==> src/brq_entry_ram.sv <==
// brq_entry_ram: single-port entry store of the ring, registered read data
// depends on nothing
`timescale 1ns / 1ps

module brq_entry_ram #(
  parameter int DEPTH = 64,
  parameter int DW    = 32
) (
  input  logic                     clk,
  input  logic                     we,
  input  logic                     re,
  input  logic [$clog2(DEPTH)-1:0] addr,
  input  logic [DW-1:0]            wdata,
  output logic [DW-1:0]            rdata
);

  logic [DW-1:0] mem [DEPTH];
  logic [DW-1:0] rdata_r;

  // one access per cycle, read data valid the cycle after
  always_ff @(posedge clk) begin
    if (we) begin
      mem[addr] <= wdata;
    end
    if (re) begin
      rdata_r <= mem[addr];
    end
  end

  assign rdata = rdata_r;

endmodule

==> config.mk <==
export PLATFORM = sky130hd
export DESIGN_NAME = brq_entry_ram
export DESIGN_NICKNAME = d
export VERILOG_FILES = /design/src/brq_entry_ram.sv
export SDC_FILE = /design/constraint.sdc
export NUM_CORES = 2
export LEC_CHECK = 0
export BUFFER_PORTS_ARGS = -buffer_cell sky130_fd_sc_hd__clkbuf_2
export CAP_MARGIN = 15
export CORE_MARGIN = 4
export CORE_UTILIZATION = 35
export DETAILED_ROUTE_END_ITERATION = 16
export SETUP_SLACK_MARGIN = 0.02
export SLEW_MARGIN = 20
export SYNTH_ARGS = -nofsm -noshare
export SYNTH_HDL_FRONTEND = slang
export SYNTH_SLANG_ARGS = --single-unit
==> constraint.sdc <==
create_clock -name clk -period 7 [get_ports clk]
set_clock_uncertainty 0.05 [all_clocks]
set_input_delay 1.4 -clock clk [delete_from_list [all_inputs] [get_ports clk]]
set_output_delay 1.4 -clock clk [all_outputs]
set_load 0.1 [all_outputs]
==> impl_results.md <==
- Crit path launch type: input pin
- Post-Synth Simple-Gate Area: 0.02795
- Drc violations: 0
- I/O Buffers: 72
- Wirelength, routed: 224.0 mm
- Req. time, crit path: about 7.5 ns
- Top FF cell, synth: edfxtp_1
- Antenna Nets Post-Route: 0
- Crit path capture type: flip-flop
- CTS tree: yes
- F_max: roughly 220 MHz
- Hold buffer count at cts: 0
- HP Class: flip-flop to flip-flop
- Largest family of logic cells by synthesized area: compound AO/OA/AOI/OAI gates
- Worst Path Arrival: about 5.1 ns
- Post-synthesis xor/xnor area fraction: 0
- DP HPWL: 127.6 mm
- Number of synthesized flops with an enable pin: between 2000 and 2500
- Initial antenna violation count: 7
- Mux cell area share after synthesis: 0.08088
- Cell Pwr Density: about 290 nW/µm²
- DIE HEIGHT: a little under 500 µm
- Unique masters post-synth: 55
- DP Cell Count: 7175
- Avg Inst Size Synth: 18.70 µm²
- Setup TNS: 0 ns
- Async S/R FF share, synth: 0
- Mapped Area: slightly below 80000 µm²
- Worst-Margin Slew: 1.129 ns
- Max clock buf depth: 3
- # clock sinks: 2080
- Non-filler cells in the finished layout: 7544
- Fillcell total: 20060
- Initial Util: 0.3520
- Final min period: 4.590 ns
- Die W: between 400 and 500 µm
- Reg clk slew, reported paths: 0.06 ns
- Post-CTS Setup Bufs: 0
- Maximum VDD drop: between 0.0002 and 0.0003 V
- Top-Level Pins: 73
- Seq/Total Area, Yosys: 0.7882
- Synth top area share: 0.7882
- Pin count of the biggest net entering global routing: 139
- Slew HR: 0.2442
- Global-route usage over all layers: 0.1866
- Adder-Cell Fraction of Synth Area: 0
- Final hold vios: 0
- Static leakage: between 20 and 30 nW
- Area leader, netlist: edfxtp_1
- Syn nets: 4280
- Number of global-route vias before repair: 42320
- Slew Limit Fails: 0
- Crit Path Max Fanout: 75
- # setup viols final: 0
- Yosys warning total: 0
- Via count: approximately 43000
- Root buffer cell: clkbuf_16
- Die area: 234100 µm²
- Tcrit/Tclk final: 0.6557
- Final Net Count: 4425
- RSZ-0062 raised after global routing: no
- DRT Pass-1 Iters: 6
- Routed vias/inst: 5.688
- DR iter-0 viols: ~5600
- H-tree Lvls: 4
- Post-cts repair resize count: 0
- Layout overhead on the synthesized area: 14.30%
- CTS Buf Count: 199
- Gate Count Post-Synth: 4239
- Share of layout cells above drive strength 1: 0.1872
- Clk Latency, worst-skew pair: 0.82 ns
- Max-cap violations: 0
- Routed len/inst: 29.69 µm
- Crit Path Category: input pin to flip-flop
- Status: finished clean
- First-pass GRT wire length: ~320 mm
- Ranking of synthesized cells by area: edfxtp_1 (79%), mux2i_1 (3.3%), mux4_2 (2.7%), mux2_2 (2.1%), a221oi_1 (1.9%)
- FP Rows: 174
- Final Power: 0.02591 W
- Placeable Area: 225100 µm²
- Synth Register Bits: 2080
- Compound-cell area share of the yosys netlist: 0.08627
- RePlAce Congestion: 0.8104
- Total gr overflow: 0
## metal layers
layer	share of wire	vias up	track usage
met5	0.00013	-	0
met4	0.030	4	0.05918
met3	0.087	329	0.03702
met2	0.46	2007	0.2913
met1	0.42	22600	0.2634
li1	-	17970	-
## cell usage in the layout (no fill, tap or decap), drive strengths merged, types with 93 or more instances in the layout
master | netlist | layout
edfxtp | 2080 | 2080
clkbuf | 169 | 314
mux2i | 259 | 259
a22oi | 188 | 188
a221oi | 175 | 175
buf | 129 | 173
mux2 | 147 | 147
nor2 | 145 | 145
a21oi | 121 | 121
mux4 | 96 | 96
o22ai | 93 | 93
## cell type report
type	count	area [µm²]	share of cell area
clock inverters	118	1032	0.01140
multi-input cells	1859	16090	0.1776
well taps	2992	3744	0.04133
flip-flops and latches	2080	62460	0.6895
diodes	5	12.51	0.0001381
repair buffers	242	1929	0.02130
inverters	2	15.01	0.0001658
clock buffers	246	5305	0.05857
## stage by stage
| stage | instance area (µm²) | setup slack (ns) | hold WS, ns | utilization |
|---|---|---|---|---|
| detailed placement | 84230 | 1.556 | 0.6767 | 0.3742 |
| global route | 90570 | 2.457 | 0.7267 | 0.4024 |
| CTS | 90570 | 2.460 | 0.6913 | 0.4023 |
| floorplan | 79250 | 2.311 | 0.5901 | - |
| global placement | 84170 | 0.4826 | 0.6549 | 0.3739 |
| finish | 90580 | 2.410 | 0.6944 | 0.4024 |
## report_power, final
part | switching (W) | internal (W) | total (W)
Sequential | 0.0000602 | 0.0138 | 0.0139
Combinational | 0.00106 | 0.000392 | 0.00145
Clock | 0.00462 | 0.00596 | 0.0106
Total | 0.00574 | 0.0202 | 0.0259
## cells by family (layout without fill, tap and decap cells)
group,Yosys count,after routing
muxes,502,502
AOI/OAI and AO/OA,933,933
and+or+nand+nor,424,424
other,0,5
DFF,2080,2080
buffers and inverters,300,608
## state kept, by name, summed over array words and instances (netlist names)
| signal | count |
|---|---|
| rdata | 32 |
| mem | 2048 |
## critical path: stages
cell       delay [ns]
buf_8            0.37
buf_4            0.56
buf_12           0.43
mux4_2           0.58
mux2i_1          0.21
nor2_1           0.17
a2111oi_1        0.89
nand3_1          0.18
## final timing paths
kind                               from                   to  slack [ns]  cells past startpoint
setup reg to reg  mem[19][29]$_DFFE_PP_  rdata[29]$_DFFE_PP_        4.23                      5
hold reg to reg    mem[58][8]$_DFFE_PP_   rdata[8]$_DFFE_PP_        0.69                      4
hold / removal     mem[58][8]$_DFFE_PP_   rdata[8]$_DFFE_PP_        0.69                      4
setup / recovery                addr[1]  rdata[28]$_DFFE_PP_        2.41                      8
## Yosys cell counts (18+ instances only)
master and n:
edfxtp_1 2080, buf_1 33, nand3_1 54, o22a_1 70, nand2b_1 18, o21ai_0 84
a221oi_1 175, o22ai_1 93, nor2_1 145, a21oi_1 121, buf_2 83, nand2_1 28
mux2_2 147, a22o_1 66, nor3_1 22, clkbuf_1 168, a31oi_1 43, a22oi_1 188
and3_1 85, mux2i_1 259, mux4_2 96
No activity file was read; power rests on OpenSTA's default activity.
