$ cat src/brq_pkg.sv
// brq_pkg: transaction types, action and status codes of the broadcast ring queue
// used by brq_slot_ctrl, the top level and the testbench; depends on nothing
`timescale 1ns / 1ps

package brq_pkg;

  localparam int CNT_W = 32;

  // action codes
  localparam logic [2:0] ACT_SUBSCRIBE   = 3'd0;
  localparam logic [2:0] ACT_UNSUBSCRIBE = 3'd1;
  localparam logic [2:0] ACT_PRODUCE     = 3'd2;
  localparam logic [2:0] ACT_CONSUME     = 3'd3;
  localparam logic [2:0] ACT_READ_DROPS  = 3'd4;
  localparam logic [2:0] ACT_TAKE_DROPS  = 3'd5;
  localparam logic [2:0] ACT_TAKE_STATS  = 3'd6;

  // status codes
  localparam logic [2:0] ST_OK     = 3'd0;
  localparam logic [2:0] ST_LIMIT  = 3'd1;
  localparam logic [2:0] ST_NOCONS = 3'd2;
  localparam logic [2:0] ST_EMPTY  = 3'd3;
  localparam logic [2:0] ST_REJECT = 3'd4;
  localparam logic [2:0] ST_NOSLOT = 3'd5;

  typedef struct packed {
    logic [2:0]  action;
    logic [2:0]  consumer_slot;
    logic [31:0] payload;
    logic        reject;
  } brq_in_t;

  typedef struct packed {
    logic [2:0]       status;
    logic [2:0]       assigned_slot;
    logic [31:0]      read_data;
    logic [CNT_W-1:0] drop_count;
    logic [CNT_W-1:0] delivered_count;
  } brq_out_t;

  // result of one transaction before the entry read data joins it
  typedef struct packed {
    logic [2:0]       status;
    logic [2:0]       assigned_slot;
    logic [CNT_W-1:0] drop_count;
    logic [CNT_W-1:0] delivered_count;
    logic             has_data;
  } brq_res_t;

endpackage

$ cat src/brq_slot_ctrl.sv
// brq_slot_ctrl: write pointer, per-slot read pointers and counters, action decode
// uses brq_pkg; drives the entry memory access of each transaction
`timescale 1ns / 1ps

module brq_slot_ctrl
  import brq_pkg::*;
#(
  parameter int QUEUE_DEPTH   = 64,
  parameter int NUM_CONSUMERS = 8
) (
  input  logic                           clk,
  input  logic                           rst_n,
  input  logic                           go,
  input  brq_in_t                        item,
  output brq_res_t                       res,
  output logic                           mem_we,
  output logic                           mem_re,
  output logic [$clog2(QUEUE_DEPTH)-1:0] mem_addr
);

  localparam int AW   = $clog2(QUEUE_DEPTH);
  localparam int CW   = (NUM_CONSUMERS > 1) ? $clog2(NUM_CONSUMERS) : 1;
  localparam int CNTW = $clog2(NUM_CONSUMERS + 1);

  logic [AW-1:0]            wr_idx_r, wr_idx_nxt;
  logic [AW-1:0]            rd_idx_r [NUM_CONSUMERS];
  logic [AW-1:0]            rd_idx_nxt [NUM_CONSUMERS];
  logic [NUM_CONSUMERS-1:0] active_r, active_nxt;
  logic [CNTW-1:0]          cnt_r, cnt_nxt;
  logic [CNT_W-1:0]         dc_r [NUM_CONSUMERS];
  logic [CNT_W-1:0]         dc_nxt [NUM_CONSUMERS];
  logic [CNT_W-1:0]         du_r [NUM_CONSUMERS];
  logic [CNT_W-1:0]         du_nxt [NUM_CONSUMERS];
  logic [CNT_W-1:0]         dl_r [NUM_CONSUMERS];
  logic [CNT_W-1:0]         dl_nxt [NUM_CONSUMERS];

  logic [CW-1:0] slot_idx;
  logic [CW-1:0] free_idx;
  logic          in_range;
  logic          sel_ok;
  logic          full;
  logic [AW-1:0] wr_next;
  logic [AW-1:0] wr_skip;
  logic [AW-1:0] rd_cur;
  logic [AW-1:0] rd_next;

  function automatic logic [AW-1:0] ring_next(input logic [AW-1:0] i);
    return (i == AW'(QUEUE_DEPTH - 1)) ? '0 : i + 1'b1;
  endfunction

  // addressed slot and lowest free slot
  assign in_range = {29'd0, item.consumer_slot} < 32'(NUM_CONSUMERS);
  assign slot_idx = CW'(item.consumer_slot);
  assign sel_ok   = in_range && active_r[slot_idx];
  assign full     = (cnt_r == CNTW'(NUM_CONSUMERS));

  always_comb begin
    free_idx = '0;
    for (int s = NUM_CONSUMERS - 1; s >= 0; s--) begin
      if (!active_r[s]) begin
        free_idx = CW'(s);
      end
    end
  end

  // ring positions
  assign wr_next = ring_next(wr_idx_r);
  assign wr_skip = ring_next(wr_next);
  assign rd_cur  = in_range ? rd_idx_r[slot_idx] : '0;
  assign rd_next = ring_next(rd_cur);

  // action decode and next state
  always_comb begin
    wr_idx_nxt = wr_idx_r;
    rd_idx_nxt = rd_idx_r;
    active_nxt = active_r;
    cnt_nxt    = cnt_r;
    dc_nxt     = dc_r;
    du_nxt     = du_r;
    dl_nxt     = dl_r;
    res        = '0;
    mem_we     = 1'b0;
    mem_re     = 1'b0;
    mem_addr   = wr_next;
    unique case (item.action)
      ACT_SUBSCRIBE: begin
        if (full) begin
          res.status = ST_LIMIT;
        end else begin
          active_nxt[free_idx] = 1'b1;
          rd_idx_nxt[free_idx] = wr_idx_r;
          dc_nxt[free_idx]     = '0;
          du_nxt[free_idx]     = '0;
          dl_nxt[free_idx]     = '0;
          cnt_nxt              = cnt_r + 1'b1;
          res.assigned_slot    = 3'(free_idx);
        end
      end
      ACT_UNSUBSCRIBE: begin
        if (!sel_ok) begin
          res.status = ST_NOSLOT;
        end else begin
          active_nxt[slot_idx] = 1'b0;
          dc_nxt[slot_idx]     = '0;
          du_nxt[slot_idx]     = '0;
          dl_nxt[slot_idx]     = '0;
          cnt_nxt              = cnt_r - 1'b1;
        end
      end
      ACT_PRODUCE: begin
        if (cnt_r == '0) begin
          res.status = ST_NOCONS;
        end else begin
          // slots sitting on the next write position get pushed past it
          for (int s = 0; s < NUM_CONSUMERS; s++) begin
            if (active_r[s] && rd_idx_r[s] == wr_next) begin
              rd_idx_nxt[s] = wr_skip;
              dc_nxt[s]     = dc_r[s] + 1'b1;
              du_nxt[s]     = du_r[s] + 1'b1;
            end
          end
          if (item.reject) begin
            res.status = ST_REJECT;
          end else begin
            mem_we     = go;
            wr_idx_nxt = wr_next;
          end
        end
      end
      ACT_CONSUME: begin
        if (!sel_ok) begin
          res.status = ST_NOSLOT;
        end else if (rd_cur == wr_idx_r) begin
          res.status = ST_EMPTY;
        end else begin
          mem_re       = go;
          mem_addr     = rd_next;
          res.has_data = 1'b1;
          if (item.reject) begin
            res.status = ST_REJECT;
          end else begin
            rd_idx_nxt[slot_idx] = rd_next;
            dl_nxt[slot_idx]     = dl_r[slot_idx] + 1'b1;
            if (rd_next == wr_idx_r) begin
              dc_nxt[slot_idx] = '0;
            end
          end
        end
      end
      ACT_READ_DROPS: begin
        if (in_range) begin
          res.drop_count = dc_r[slot_idx];
        end
      end
      ACT_TAKE_DROPS: begin
        if (in_range) begin
          res.drop_count   = du_r[slot_idx];
          du_nxt[slot_idx] = '0;
        end
      end
      ACT_TAKE_STATS: begin
        if (in_range) begin
          res.drop_count      = du_r[slot_idx];
          res.delivered_count = dl_r[slot_idx];
          du_nxt[slot_idx]    = '0;
          dl_nxt[slot_idx]    = '0;
        end
      end
      default: begin
      end
    endcase
  end

  // state update on each accepted transaction
  always_ff @(posedge clk) begin
    if (!rst_n) begin
      wr_idx_r <= '0;
      active_r <= '0;
      cnt_r    <= '0;
      for (int s = 0; s < NUM_CONSUMERS; s++) begin
        rd_idx_r[s] <= '0;
        dc_r[s]     <= '0;
        du_r[s]     <= '0;
        dl_r[s]     <= '0;
      end
    end else if (go) begin
      wr_idx_r <= wr_idx_nxt;
      active_r <= active_nxt;
      cnt_r    <= cnt_nxt;
      rd_idx_r <= rd_idx_nxt;
      dc_r     <= dc_nxt;
      du_r     <= du_nxt;
      dl_r     <= dl_nxt;
    end
  end

  // active count tracks the active flags
  a_cnt_matches: assert property (@(posedge clk) disable iff (!rst_n)
    cnt_r == CNTW'($countones(active_r)))
    else $error("active count out of step with active slots");

  // one memory access per transaction
  a_one_access: assert property (@(posedge clk) disable iff (!rst_n)
    !(mem_we && mem_re))
    else $error("entry memory written and read together");

  // a committed produce moves the write pointer onto the written entry
  a_wr_advance: assert property (@(posedge clk) disable iff (!rst_n)
    mem_we |=> wr_idx_r == $past(mem_addr))
    else $error("write pointer not on last written entry");

endmodule

$ cat config.mk
export PLATFORM = sky130hd
export DESIGN_NAME = brq_slot_ctrl
export DESIGN_NICKNAME = d
export VERILOG_FILES = /design/src/brq_pkg.sv /design/src/brq_slot_ctrl.sv
export SDC_FILE = /design/constraint.sdc
export NUM_CORES = 2
export LEC_CHECK = 0
export ABC_AREA = 1
export BUFFER_PORTS_ARGS = -buffer_cell sky130_fd_sc_hd__buf_2
export CORE_ASPECT_RATIO = 1.5
export CORE_UTILIZATION = 46
export DETAILED_ROUTE_END_ITERATION = 8
export HOLD_SLACK_MARGIN = 0.08
export PLACE_DENSITY = 0.68
export SLEW_MARGIN = 40
export SYNTH_ARGS = -nofsm -noshare
export SYNTH_HDL_FRONTEND = slang
export SYNTH_SLANG_ARGS = --single-unit
$ cat constraint.sdc
create_clock -name clk -period 3.3 [get_ports clk]
set_clock_uncertainty 0.15 [all_clocks]
set_input_delay 0.165 -clock clk [delete_from_list [all_inputs] [get_ports clk]]
set_output_delay 0.165 -clock clk [all_outputs]
set_load 0.005 [all_outputs]
==> flow_summary.json <==
{
  "syn2layout_area_growth_pct": 15.8,
  "slowest_delay_ps": 630,
  "synthesis.nets": 8638,
  "routedWlPerCell_um": 21.7,
  "fin_setup_tns_ps": -31.9,
  "synthArstFlopShare": 0,
  "drcViolationCount": 0,
  "crit_start": "dc_r[139]",
  "row_count": 151,
  "ff2ff_path_depth": 18,
  "die_w_um": 279,
  "power_frac_seq": 0.441,
  "crit_family": "compound AO/OA/AOI/OAI gates",
  "mostFrequentLayoutCells": "nand2_1 (2648), nor2_1 (1026), dfxtp_1 (828)",
  "synthDistinctLibCells": 58,
  "core_um2": 113000,
  "combPwrFrac": 0.119,
  "cp_data_arrival_time_ps": 3010,
  "final_cells": 10286,
  "dp_worst_setup_slack_ps": -68.7,
  "cts_max_path_buffers": 3,
  "max_cap_violations": 0,
  "min_path_type": "input pin to register",
  "dp_hpwl_um": 158000,
  "synth_cells": 8573,
  "crit_path_end_kind": "output port",
  "die_area_um2": 116000,
  "port-buffer-count": 88,
  "via_per_inst": 5.79,
  "reg2reg_setup_slack_ps": 160,
  "gp_congestion": 1.03,
  "synth_top_area_cell": "dfxtp_1",
  "worst-path-buf-inv": 2,
  "crit_slowest_cell": "a221oi_1",
  "worst-endpoint-required_ps": 2980,
  "routed-via-count": 59571,
  "relSlewSlack": 0.380,
  "cts_tree": "built",
  "synth_top_area_frac": 0.316,
  "period_share": 1.01,
  "drive_gt1_frac": 0.0963,
  "die_h_um": 417,
  "intPower_mw": 17.2,
  "syn-mean-instance-area_um2": 6.16,
  "yosys_warnings": 0,
  "ant_nets": 0,
  "netlist_top_cells_area": "dfxtp_1 (32%), nand2_1 (19%), a21oi_1 (7.6%)",
  "max_freq_mhz": 301,
  "track_usage": 0.366,
  "grt_overflow": 0,
  "clock_sinks": 834,
  "cts_root_buffer": "clkbuf_16",
  "seq_area_frac_synth": 0.316,
  "clk_latency_ps": 710,
  "critPathKind": "register to output port",
  "rsz0062_at_grt": "true",
  "ys_ff_latch": 834,
  "start_kind": "register",
  "initial_core_util": 0.466,
  "final_max_slew_viol_count": 0,
  "ff_latch_area_um2": 16700,
  "synth_edf_count": 0,
  "r2r_end": "dl_r[12]",
  "multi_input_area_um2": 31200,
  "routed_wl_um": 223000,
  "drtIter0Drc": 6423,
  "clkTransAtPathRegs_ps": 60,
  "setup_viol": 2,
  "r2r_start": "rd_idx_r[11]",
  "tightestPinTransition_ps": 920,
  "violations": "setup timing",
  "switchingPower_mw": 7.12,
  "ys.flop_type": "dfxtp_1",
  "first_global_vias": 55321,
  "cp-endpoint": "res[44]",
  "dr.pass1.iters": 8,
  "outcome": "finished, violations left",
  "synth_area_um2": 52800,
  "io_pins": 121,
  "grt_max_degree": 147,
  "fin_nets": 8821,
  "cp.depth": 6,
  "cts_buffers": 89,
  "fin_total_pwr_mw": 24.3,
  "worst-path-max-fanout": 3,
  "switching_share": 0.293,
  "grt_pass1_wl_um": 328000,
  "irDropWorstVdd_mv": 0.397,
  "period_needed_ps": 3330,
  "finalHoldViolCount": 0,
  "power_frac_clock": 0.440,
  "dp_cells": 10088,
  "power_density_nw_per_um2": 397,
  "cts_max_level": 3,
  "antenna_found_initial": 11,
  "leakagePower_nw": 24.3,
  "timing.final.ws_setup_ps": -25.4,
  "layout_commonest_cell": "nand2_1",
  "path_cells": "inv_1 -> o22ai_1 -> a221oi_1 -> nand3_1 -> a22o_1 -> buf_2",
  "holdWs_ps": 164,
  "fill_cells": 11456
}
-- worst min-delay path by stage --
| stage | from | end | slack, ps | depth (start not counted) |
|---|---|---|---|---|
| after global placement | dl_r[198] | dl_r[198] | 300 | 2 |
| after floorplan | go | active_r[0] | 280 | 4 |
| after detailed placement | dl_r[35] | dl_r[35] | 300 | 2 |
| after CTS | item[34] | rd_idx_r[26] | 290 | 7 |
| final | item[38] | cnt_r[1] | 160 | 6 |
| after global routing | item[38] | cnt_r[1] | 210 | 6 |
-- per-layer routing --
metal	vias to the layer above	track usage	wire length [µm]
met5	-	0	99
met4	10	0.314	21700
met3	873	0.0519	15600
met2	2695	0.626	106000
met1	27631	0.397	79400
li1	28362	-	-
-- cells in the mapped netlist, types with 18 or more instances --
| library cell | n |
|---|---|
| nand3_1 | 299 |
| a21oi_1 | 797 |
| xnor2_1 | 37 |
| buf_1 | 41 |
| xor2_1 | 245 |
| o21ai_0 | 203 |
| nand2_1 | 2663 |
| inv_1 | 843 |
| o211ai_1 | 18 |
| nor3_1 | 223 |
| a22oi_1 | 141 |
| a22o_1 | 55 |
| o22ai_1 | 99 |
| o2111ai_1 | 54 |
| o31ai_1 | 30 |
| clkbuf_1 | 254 |
| buf_2 | 132 |
| nor4_1 | 68 |
| inv_2 | 22 |
| a221oi_1 | 63 |
| nor2_1 | 1045 |
| a211oi_1 | 23 |
| nor2_2 | 18 |
| dfxtp_1 | 834 |
| ha_1 | 22 |
| nand4_1 | 173 |
-- kinds of logic after synthesis --
family | Yosys count | synth area share
compound gates | 1549 | 0.174
xor+xnor | 286 | 0.0480
fa+ha+maj | 23 | 0.00559
buf+inv | 1318 | 0.0991
flops | 834 | 0.316
mux | 16 | 0.00303
simple gates | 4547 | 0.354
-- timing repair --
item,in CTS,in global routing
buffers inserted,1,11
gates cloned,0,11
endpoints found under the hold margin,128,0
resized for setup,20,79
setup endpoints to repair,12,658
pin swaps,1,11
hold buffers,7,0
-- per-stage QoR --
step,utilization,area (µm²)
after detailed placement,0.507,57400
after global placement,0.504,57200
after CTS,0.534,60600
after global routing,0.540,61200
after floorplan,-,52800
final,0.540,61200
-- power by group through the flow --
| stage | sequential (mW) | combinational (mW) | clock, mW |
|---|---|---|---|
| floorplan | 10.8 | 1.72 | 0 |
| global placement | 10.9 | 2.67 | 0 |
| detailed placement | 10.9 | 2.70 | 0 |
| CTS | 10.7 | 2.74 | 10.8 |
| global route | 10.7 | 3.11 | 11.2 |
| finish | 10.7 | 2.90 | 10.7 |
-- tightest hold or removal path, stage by stage --
cell and delay (ps):
dlymetal6s4s_1 270, buf_6 160, nor3_2 50, inv_1 50, nor2_1 120, a21oi_1 160
-- sequential cells by signal, summed over array words and instances, names as in the netlist --
signal    flops
dl_r        256
cnt_r         4
active_r      8
wr_idx_r      6
dc_r        256
du_r        256
rd_idx_r     48
-- layout make-up --
| cell class | count | area share |
|---|---|---|
| clock inverter | 39 | 0.00826 |
| antenna | 5 | 0.000205 |
| timing repair buffer | 542 | 0.0835 |
| tap | 1453 | 0.0297 |
| clock buffer | 124 | 0.0408 |
| inverter | 868 | 0.0538 |
| sequential | 834 | 0.273 |
| multi-input combinational | 6421 | 0.511 |
(Power assumes the default switching activity.)
